--- config.mk ---
export PLATFORM = sky130hd
export DESIGN_NAME = gdad_addsub
export DESIGN_NICKNAME = d
export VERILOG_FILES = /design/src/rtl/core/gdad_pkg.sv /design/src/rtl/core/gdad_addsub.sv
export SDC_FILE = /design/constraint.sdc
export NUM_CORES = 1
export LEC_CHECK = 0
export ABC_AREA = 1
export ABC_CLOCK_PERIOD_IN_PS = 2100
export BUFFER_PORTS_ARGS = -buffer_cell sky130_fd_sc_hd__buf_2
export CAP_MARGIN = 20
export CORE_MARGIN = 2
export CORE_UTILIZATION = 42
export DETAILED_ROUTE_END_ITERATION = 8
export PLACE_DENSITY_LB_ADDON = 0.3
export REMOVE_ABC_BUFFERS = 1
export SLEW_MARGIN = 20
export SYNTH_ARGS = -nofsm -noshare
export SYNTH_HDL_FRONTEND = slang
export SYNTH_SLANG_ARGS = --single-unit
export TNS_END_PERCENT = 1
--- constraint.sdc ---
create_clock -name vclk -period 2.1
set_input_delay 0.105 -clock vclk [all_inputs]
set_output_delay 0.105 -clock vclk [all_outputs]
set_load 0.05 [all_outputs]
--- src/rtl/core/gdad_pkg.sv ---
// ============================================================================
// Gregorian date add-days package
// Shared widths, calendar constants and month-length helpers for the
// date shifter and its channel interfaces.
// ============================================================================
`default_nettype none

package gdad_pkg;

    // Default values for the top-level parameters.
    localparam int MIN_YEAR_DEF    = 1900;
    localparam int MAX_YEAR_DEF    = 9999;
    localparam int OFFSET_BITS_DEF = 21;

    // Field widths.
    localparam int DAY_W     = 5;
    localparam int MONTH_W   = 4;
    localparam int YEAR_IN_W = 14;
    localparam int YEAR_W    = 16;
    localparam int YMOD_W    = 9;

    // The leap-year pattern repeats every 400 years.
    localparam logic [YMOD_W-1:0] LEAP_CYCLE = 9'd400;
    localparam logic [YMOD_W-1:0] YMOD_LAST  = 9'd399;
    localparam logic [YMOD_W-1:0] YMOD_C100  = 9'd100;
    localparam logic [YMOD_W-1:0] YMOD_C200  = 9'd200;
    localparam logic [YMOD_W-1:0] YMOD_C300  = 9'd300;

    // Month codes.
    localparam logic [MONTH_W-1:0] MONTH_JAN = 4'd1;
    localparam logic [MONTH_W-1:0] MONTH_FEB = 4'd2;
    localparam logic [MONTH_W-1:0] MONTH_DEC = 4'd12;

    localparam logic [DAY_W-1:0] DAYS_FEB_LEAP = 5'd29;
    localparam logic [DAY_W-1:0] DAYS_LONG     = 5'd31;

    // Length of each month in a common year, January first.
    localparam logic [DAY_W-1:0] MONTH_LEN [12] = '{
        5'd31, 5'd28, 5'd31, 5'd30, 5'd31, 5'd30,
        5'd31, 5'd31, 5'd30, 5'd31, 5'd30, 5'd31
    };

    // Leap test on a year already reduced modulo 400.
    function automatic logic is_leap(input logic [YMOD_W-1:0] ymod);
        logic leap;
        if (ymod == '0)
            leap = 1'b1;
        else if (ymod == YMOD_C100 || ymod == YMOD_C200 || ymod == YMOD_C300)
            leap = 1'b0;
        else
            leap = (ymod[1:0] == 2'b00);
        return leap;
    endfunction

    // Number of days in a month; codes outside 1..12 read as a long month.
    function automatic logic [DAY_W-1:0] month_days(
        input logic [MONTH_W-1:0] month,
        input logic               leap
    );
        logic [MONTH_W-1:0] idx;
        logic [DAY_W-1:0]   days;
        idx = month - MONTH_JAN;
        if (month == MONTH_FEB && leap)
            days = DAYS_FEB_LEAP;
        else if (month >= MONTH_JAN && month <= MONTH_DEC)
            days = MONTH_LEN[idx];
        else
            days = DAYS_LONG;
        return days;
    endfunction

endpackage

`default_nettype wire

--- src/rtl/core/gdad_addsub.sv ---
// ============================================================================
// Date shifter shared add/subtract unit
// One signed adder with a sign flag; the sequencer uses it for the year
// reduction, the offset setup and every month step.
// ============================================================================
`default_nettype none

module gdad_addsub
    import gdad_pkg::*;
#(
    parameter int WIDTH = YEAR_W
)
(
    input  logic signed [WIDTH-1:0] a,
    input  logic signed [WIDTH-1:0] b,
    input  logic                    sub,
    output logic signed [WIDTH-1:0] result,
    output logic                    neg
);

    // Subtraction is done as addition of the inverted operand plus one.
    logic signed [WIDTH-1:0] b_eff;

    assign b_eff  = sub ? ~b : b;
    assign result = a + b_eff + WIDTH'(sub);
    assign neg    = result[WIDTH-1];

endmodule

`default_nettype wire

==> impl_metrics.yaml, run 1 <==
outcome:
  outcome: "finished, final reports clean"
placement:
  hpwlAfterDp_microns: 2029
  port_buffers: 50
  gp_congestion: 0.8073
  placed_cells: 244
  postPlaceCellArea_sq_mm: 0.001284
routing:
  first_pass_iters: 4
  wl_per_cell_microns: 9.447
  routed_wirelength_microns: 2305
  drc_errors: 0
  drt_iter0_markers: 12
  viasPerCell: 4.664
  dr_total_vias: 1138
  antenna_left: 0
finish:
  final_area_sq_mm: 0.001292
  clock_buffer_count: 0
  nFillCells: 251
  nFlopsAndLatches: 0
  nets: 267
  areaGrowthSynthToFinish_pct: 27.06
  seq_area_sq_um: 0
  fin_cells: 244
  multi_input_area_sq_um: 923.4
  diodes: 0
  drive_gt1_frac: 0.2963
critical_path:
  cpMostUsedCell: "nand2_1"
  cp-start-kind: "primary input"
  path_cells: "buf_6, buf_4, xor2_1, ha_1, nand2_1, nor2_1, and2_1, nand2_2, nand2_1, nand2_1, nand2_1, buf_2"
  slowest_delay_ns: 0.34
  path_class: "primary input to output pin"
  cp_max_fo: 14
  slowest_stage: "ha_1"
  cp-end-kind: "output pin"
  cp.required_ns: 2.00
  crit_arrival_ns: 1.75
sta:
  period_minus_slack_ns: 1.859
  setup_viol: 0
  max_slew_margin: 0.8445
  tns_ns: 0
  finalCritPeriodShare: 0.8854
  holdWs_ns: 0.5613
  worst_pin_slew_ns: 0.2309
  timing.fmax_mhz: 537.8
  rsz0062_at_grt: "false"
  hold_viol: 0
  slew_viol_final: 0
synthesis:
  synthCells: 168
  yosys.cell_types.count: 20
  ys_seq_area_frac: 0
  syn_avg_cell_area_sq_um: 6.055
  syn_area_sq_mm: 0.001017
  yosysWarnings: 0
floorplanning:
  fp.dieH_microns: 53.22
  core_sq_mm: 0.002255
  boundaryPins: 50
  row_count: 17
  die_x_microns: 53.22
  initial_core_util: 0.4512
  dieArea_sq_mm: 0.002832
power:
  total_power_uw: 838.6
  vdd_drop_max_v: 0.0003926
  leakage_uw: 0.0007900
  powerDensity_mw_per_mm2: 648.9
grt:
  grtUsageTotal: 0.1727
  antenna_found_initial: 0
  grt_pass1_vias: 961
  grt_pass1_wl_microns: 3891
  grt_max_degree: 15
  grt_overflow_total: 0
clock_network:
  ctsHoldBuffers: 0
run:
  drv_cap: 0
worst_hold_path:
  hold_class: "primary input to output pin"
cell type report:
type	count	share of cell area
Multi-Input combinational cell	147	0.7144
Timing Repair Buffer	51	0.2062
Inverter	18	0.05227
Tap cell	28	0.02711
cells in the final DEF (no fill, tap or decap):
master,instances
nand3_1,10
o21ai_0,4
buf_2,48
clkbuf_4,1
a21oi_1,14
inv_1,17
nor2_1,14
o21a_1,1
nand2_2,7
o21bai_1,1
buf_4,1
a21o_1,1
nand3_2,2
xnor2_1,1
xor2_1,23
inv_2,1
ha_1,15
and2_1,2
fa_1,1
nand2_1,48
buf_6,1
nand2_4,3
logic make-up after synthesis:
group                      after synthesis  share of synthesized area
AOI/OAI and AO/OA                       21                     0.1107
xor gates and xnor gates                24                     0.2066
adders and majority gates               16                     0.2042
buffers and inverters                   21                    0.09224
and+or+nand+nor                         86                     0.3862
per-layer routing:
| layer | GRT usage | wire length, microns | vias up | share of wire |
|---|---|---|---|---|
| li1 | - | - | 629 | - |
| met1 | 0.2534 | 1159 | 483 | 0.50 |
| met2 | 0.2984 | 1032 | 26 | 0.45 |
| met3 | 0 | 113 | 0 | 0.049 |
| met4 | 0 | 0 | 0 | 0 |
| met5 | 0 | 0 | - | 0 |
worst max-delay path, delay by kind of cell:
kind	cells	cell delay (ns)
adders and majority gates	1	0.34
xor gates and xnor gates	1	0.15
and+or+nand+nor	7	0.56
buffers and inverters	3	0.57
synthesized netlist by cell type:
cell / n / share of area
buf_6: 1 / 0.011
o21ai_0: 4 / 0.020
nand3_1: 10 / 0.049
a21oi_1: 14 / 0.069
nand2_1: 48 / 0.18
nand2_2: 7 / 0.043
nor2_1: 14 / 0.052
buf_4: 2 / 0.015
and2_1: 2 / 0.012
nand2_4: 3 / 0.033
nand3_2: 2 / 0.020
xnor2_1: 1 / 0.0086
o21a_1: 1 / 0.0074
inv_2: 1 / 0.0037
a21o_1: 1 / 0.0074
o21bai_1: 1 / 0.0074
inv_1: 17 / 0.063
xor2_1: 23 / 0.20
fa_1: 1 / 0.020
ha_1: 15 / 0.18
report_power, final:
part,internal (uW),total [uW],switching [uW]
Clock,0,0,0
Sequential,0,0,0
Combinational,235,839,603
stage by stage:
stage / worst slack (ns) / util
2_1_floorplan: 0.2241 / -
3_3_place_gp: 0.03355 / 0.5694
3_5_place_dp: 0.03171 / 0.5694
4_1_cts: 0.02868 / 0.5694
5_1_grt: 0.06355 / 0.5733
6_report: 0.2407 / 0.5733
what timing repair did:
action / 4_1_cts / 5_1_grt
gates resized for setup: 0 / 4
setup endpoints to repair: 0 / 11
setup buffers: 0 / 0
worst paths after layout:
| kind | from | endpoint | depth (start not counted) |
|---|---|---|---|
| setup / recovery | sub | result[15] | 12 |
| hold / removal | a[0] | result[0] | 3 |
Note: power is estimated with default switching activity, not from simulation.
==> inputs of run 2 (changes only) <==
--- a/config.mk
+++ b/config.mk
@@ -7,7 +7,7 @@
 export LEC_CHECK = 0
 export ABC_AREA = 1
 export ABC_CLOCK_PERIOD_IN_PS = 2100
-export BUFFER_PORTS_ARGS = -buffer_cell sky130_fd_sc_hd__buf_2
+export BUFFER_PORTS_ARGS = -buffer_cell sky130_fd_sc_hd__buf_4
 export CAP_MARGIN = 20
 export CORE_MARGIN = 2
 export CORE_UTILIZATION = 42
==> run 2 against run 1 <==
  * Utilization grew 5.2 points
  * Combinational power grew 9.2%
  * Global-route usage grew 1.3 points
  * Sequential share of layout area is the same
  * First-iteration DRC count is the same
  * Non-clock buffer count shrank 1
  * Routed wire length grew 9.7%
  * Design area grew 9.0%
  * Die area is the same
  * Maximum frequency grew 1.3%
  * Worst setup slack gained 0.023 ns
  * Cell count shrank 0.41%
  * Critical endpoint is now result[14]
==> impl_metrics.yaml, run 2 (synthesis gave the netlist of run 1 again) <==
finish:
  final_cell_mix: "49 x buf_4, 48 x nand2_1, 23 x xor2_1"
  final_common_cell: "buf_4"
  drive_gt1_frac: 0.2977
  seq_area_sq_um: 0
  areaGrowthSynthToFinish_pct: 38.50
  diodes: 0
  clock_buffer_count: 0
  post-route-util: 0.6249
  nets: 266
  nFlopsAndLatches: 0
critical_path:
  crit_arrival_ns: 1.73
  cpMostUsedCell: "nand2_1"
  cp-start-kind: "primary input"
  path_class: "primary input to output pin"
  slowest_stage: "fa_1"
  path_cells: "buf_6, xor2_1, fa_1, nand3_1, nand2_1, nand3_1, nand2_2, nand2_1, nand2_1, nand2_1, nand2_1, buf_4"
  cp-end-kind: "output pin"
  slowest_delay_ns: 0.44
  cp.required_ns: 2.00
  cp_max_fo: 16
floorplanning:
  boundaryPins: 50
  row_count: 17
  dieArea_sq_mm: 0.002832
  initial_core_util: 0.4512
  core_sq_mm: 0.002255
  fp.dieH_microns: 53.22
  die_x_microns: 53.22
routing:
  routed_wirelength_microns: 2528
  first_pass_iters: 4
  dr_total_vias: 1145
  drt_iter0_markers: 12
  viasPerCell: 4.712
  drc_errors: 0
  antenna_left: 0
  wl_per_cell_microns: 10.40
grt:
  grtUsageTotal: 0.1855
  antenna_found_initial: 0
  grt_pass1_wl_microns: 4133
  grt_max_degree: 17
  grt_pass1_vias: 1093
  grt_overflow_total: 0
run:
  drv_cap: 0
sta:
  max_slew_margin: 0.8135
  slew_viol_final: 0
  period_minus_slack_ns: 1.836
  setup_viol: 0
  setup_ws_ns: 0.2641
  hold_viol: 0
  tns_ns: 0
  finalCritPeriodShare: 0.8742
  holdWs_ns: 0.5354
  worst_pin_slew_ns: 0.2787
  rsz0062_at_grt: "false"
  timing.fmax_mhz: 544.7
placement:
  port_buffers: 50
  gp_congestion: 0.8602
  place_ws_ns: 0.1874
  hpwlAfterDp_microns: 2233
clock_network:
  post-cts-setup-buffer-count: 0
worst_hold_path:
  hold_class: "primary input to output pin"
power:
  vdd_drop_max_v: 0.0004612
  powerDensity_mw_per_mm2: 650.3
  leakage_uw: 0.0008268
  total_power_uw: 916.2
outcome:
  outcome: "finished, final reports clean"
[run 2: area by class of cell]
type,instances,area [sq um]
multi-input cells,147,927.1
fillers,229,845.8
repair buffers,50,379.1
inverters,18,67.56
well taps,28,35.03
[run 2: critical path: cells and delay by family]
family	cells	cell delay [ns]
xor gates and xnor gates	1	0.21
adders and majority gates	1	0.44
buffers and inverters	2	0.34
and+or+nand+nor	8	0.64
[run 2: per-layer routing]
metal / GRT usage / vias up / wire [microns]
met1: 0.2310 / 489 / 1129
met4: 0.004274 / 0 / 0
met3: 0.005650 / 0 / 113
met2: 0.3642 / 26 / 1285
met5: 0 / - / 0
li1: - / 630 / -
[run 2: final timing paths]
path	from	endpoint	slack (ns)	depth (start not counted)
worst max-delay path	sub	result[14]	0.26	12
worst min-delay path	a[0]	result[0]	0.54	3
[run 2: power by group]
group          internal [uW]  switching, uW  total, uW
clock                      0              0          0
combinational            304            613        916
sequential                 0              0          0
[run 2: what timing repair did]
action,CTS,global route
hold buffers,0,0
setup endpoints to repair,0,1
resized for setup,0,2
endpoints found under the hold margin,0,0
[run 2: stage by stage]
step | area [sq um] | cells
global placement | 1401 | 243
CTS | 1401 | 243
floorplan | 991.0 | 165
global route | 1409 | 243
detailed placement | 1401 | 243
finish | 1409 | 243
==> inputs of run 3 (changes only) <==
--- a/config.mk
+++ b/config.mk
@@ -9,6 +9,7 @@
 export ABC_CLOCK_PERIOD_IN_PS = 2100
 export BUFFER_PORTS_ARGS = -buffer_cell sky130_fd_sc_hd__buf_4
 export CAP_MARGIN = 20
+export CORE_ASPECT_RATIO = 1.1
 export CORE_MARGIN = 2
 export CORE_UTILIZATION = 42
 export DETAILED_ROUTE_END_ITERATION = 8
==> constraint.sdc (replaced) <==
create_clock -name vclk -period 2.1
set_input_delay 0.105 -clock vclk [all_inputs]
set_output_delay 0.105 -clock vclk [all_outputs]
set_load 0.1 [all_outputs]
==> run 3 against run 2 <==
  * Clock-buffer cell count stayed put
  * Non-clock buffer count unchanged
  * Cell count increased by 0.82%
  * Critical path depth decreased by 1
  * Via count rose by 2.4%
  * Worst setup slack got worse by 0.15 ns
  * Sequential share of layout area did not move
  * Combinational power increased by 41%
  * Routed wire length fell by 4.8%
==> impl_metrics.yaml, run 3 (synthesis gave the netlist of run 1 again) <==
worst_hold_path:
  hold_class: "primary input to output pin"
  whs_path_depth: 3
grt:
  grtUsageTotal: 0.1668
  grt_pass1_wl_microns: 4015
  grt_overflow_total: 0
  grt_pass1_vias: 1086
  antenna_found_initial: 0
  grt_max_degree: 17
critical_path:
  path_cells: "buf_4, xor2_1, fa_1, nand3_1, nand2_1, nand3_1, nand2_2, nand2_1, nand3_1, nand2_1, buf_4"
  timing.critical_path.buf_inv: 2
  cp_max_fo: 16
  cp-start-kind: "primary input"
  crit_arrival_ns: 1.88
  slowest_stage: "fa_1"
  slowest_delay_ns: 0.45
  path_class: "primary input to output pin"
  crit_cells: 11
  cp.required_ns: 2.00
  cp-end-kind: "output pin"
  crit_family: "simple AND/OR/NAND/NOR gates"
power:
  vdd_drop_max_v: 0.0006935
  p_sw_uw: 971.8
  switching_share: 0.7529
  leakage_uw: 0.0008298
  clkPwrFrac: 0
  p_comb_frac: 1.000
  powerDensity_mw_per_mm2: 903.3
  power_frac_seq: 0
  p_int_uw: 319.0
routing:
  wl_per_cell_microns: 9.824
  dr_total_vias: 1172
  drc_errors: 0
  viasPerCell: 4.784
  routed_wirelength_microns: 2407
  first_pass_iters: 4
  drt_iter0_markers: 9
  antenna_left: 0
finish:
  nFlopsAndLatches: 0
  clock_buffer_count: 0
  final_area_sq_mm: 0.001429
  drive_gt1_frac: 0.3023
  areaGrowthSynthToFinish_pct: 40.47
  seq_area_sq_um: 0
  diodes: 0
  final_cell_mix: "48 x nand2_1, 45 x buf_4, 23 x xor2_1"
  nets: 266
  final_common_cell: "nand2_1"
  post-route-util: 0.6282
sta:
  worst_pin_slew_ns: 0.2737
  max_slew_margin: 0.8175
  hold_viol: 0
  rsz0062_at_grt: "true"
  period_minus_slack_ns: 1.981
  slew_viol_final: 0
  tns_ns: 0
  finalCritPeriodShare: 0.9435
  timing.fmax_mhz: 504.7
  setup_viol: 0
outcome:
  outcome: "finished, final reports clean"
placement:
  postPlaceCellArea_sq_mm: 0.001404
  gp_congestion: 0.8825
  hpwlAfterDp_microns: 2134
  port_buffers: 50
floorplanning:
  fp.dieH_microns: 55.62
  row_count: 18
  boundaryPins: 50
  dieArea_sq_mm: 0.002832
  initial_core_util: 0.4472
  core_sq_mm: 0.002275
  die_x_microns: 50.93
run:
  drv_cap: 0
clock_network:
  ctsHoldBuffers: 0
## run 3: power groups by stage
stage | clock [uW] | sequential [uW] | combinational [uW]
after floorplan | 0 | 0 | 1010
after global placement | 0 | 0 | 1260
after detailed placement | 0 | 0 | 1270
after CTS | 0 | 0 | 1270
after global routing | 0 | 0 | 1360
final | 0 | 0 | 1290
## run 3: path summary, 6_finish.rpt
| path | from | to | slack, ns |
|---|---|---|---|
| hold / removal | a[0] | result[0] | 0.58 |
| setup / recovery | sub | result[10] | 0.12 |
## run 3: through the flow
| step | setup slack, ns | instances | total power [uW] | hold slack (ns) |
|---|---|---|---|---|
| after floorplan | -0.4486 | 165 | 1010 | 0.6510 |
| after global placement | 0.1678 | 245 | 1256 | 0.5776 |
| after detailed placement | 0.1021 | 245 | 1268 | 0.5823 |
| after CTS | 0.09622 | 245 | 1270 | 0.5825 |
| after global routing | -0.05570 | 245 | 1363 | 0.5903 |
| final | 0.1188 | 245 | 1291 | 0.5827 |
## run 3: final cells by class
cell class | count | area (sq um)
multi-input cells | 147 | 929.6
fillers | 229 | 845.8
repair buffers | 50 | 394.1
inverters | 18 | 67.56
well taps | 30 | 37.54
## run 3: timing repair
item,CTS,global route
endpoints found under the hold margin,0,0
setup endpoints to repair,0,8
gates resized for setup,0,7
buffers inserted,0,0
## run 3: layer usage
layer,share of wire,track usage
met5,0,0
met4,0,0.007722
met3,0.059,0.002688
met2,0.56,0.3395
met1,0.38,0.1948
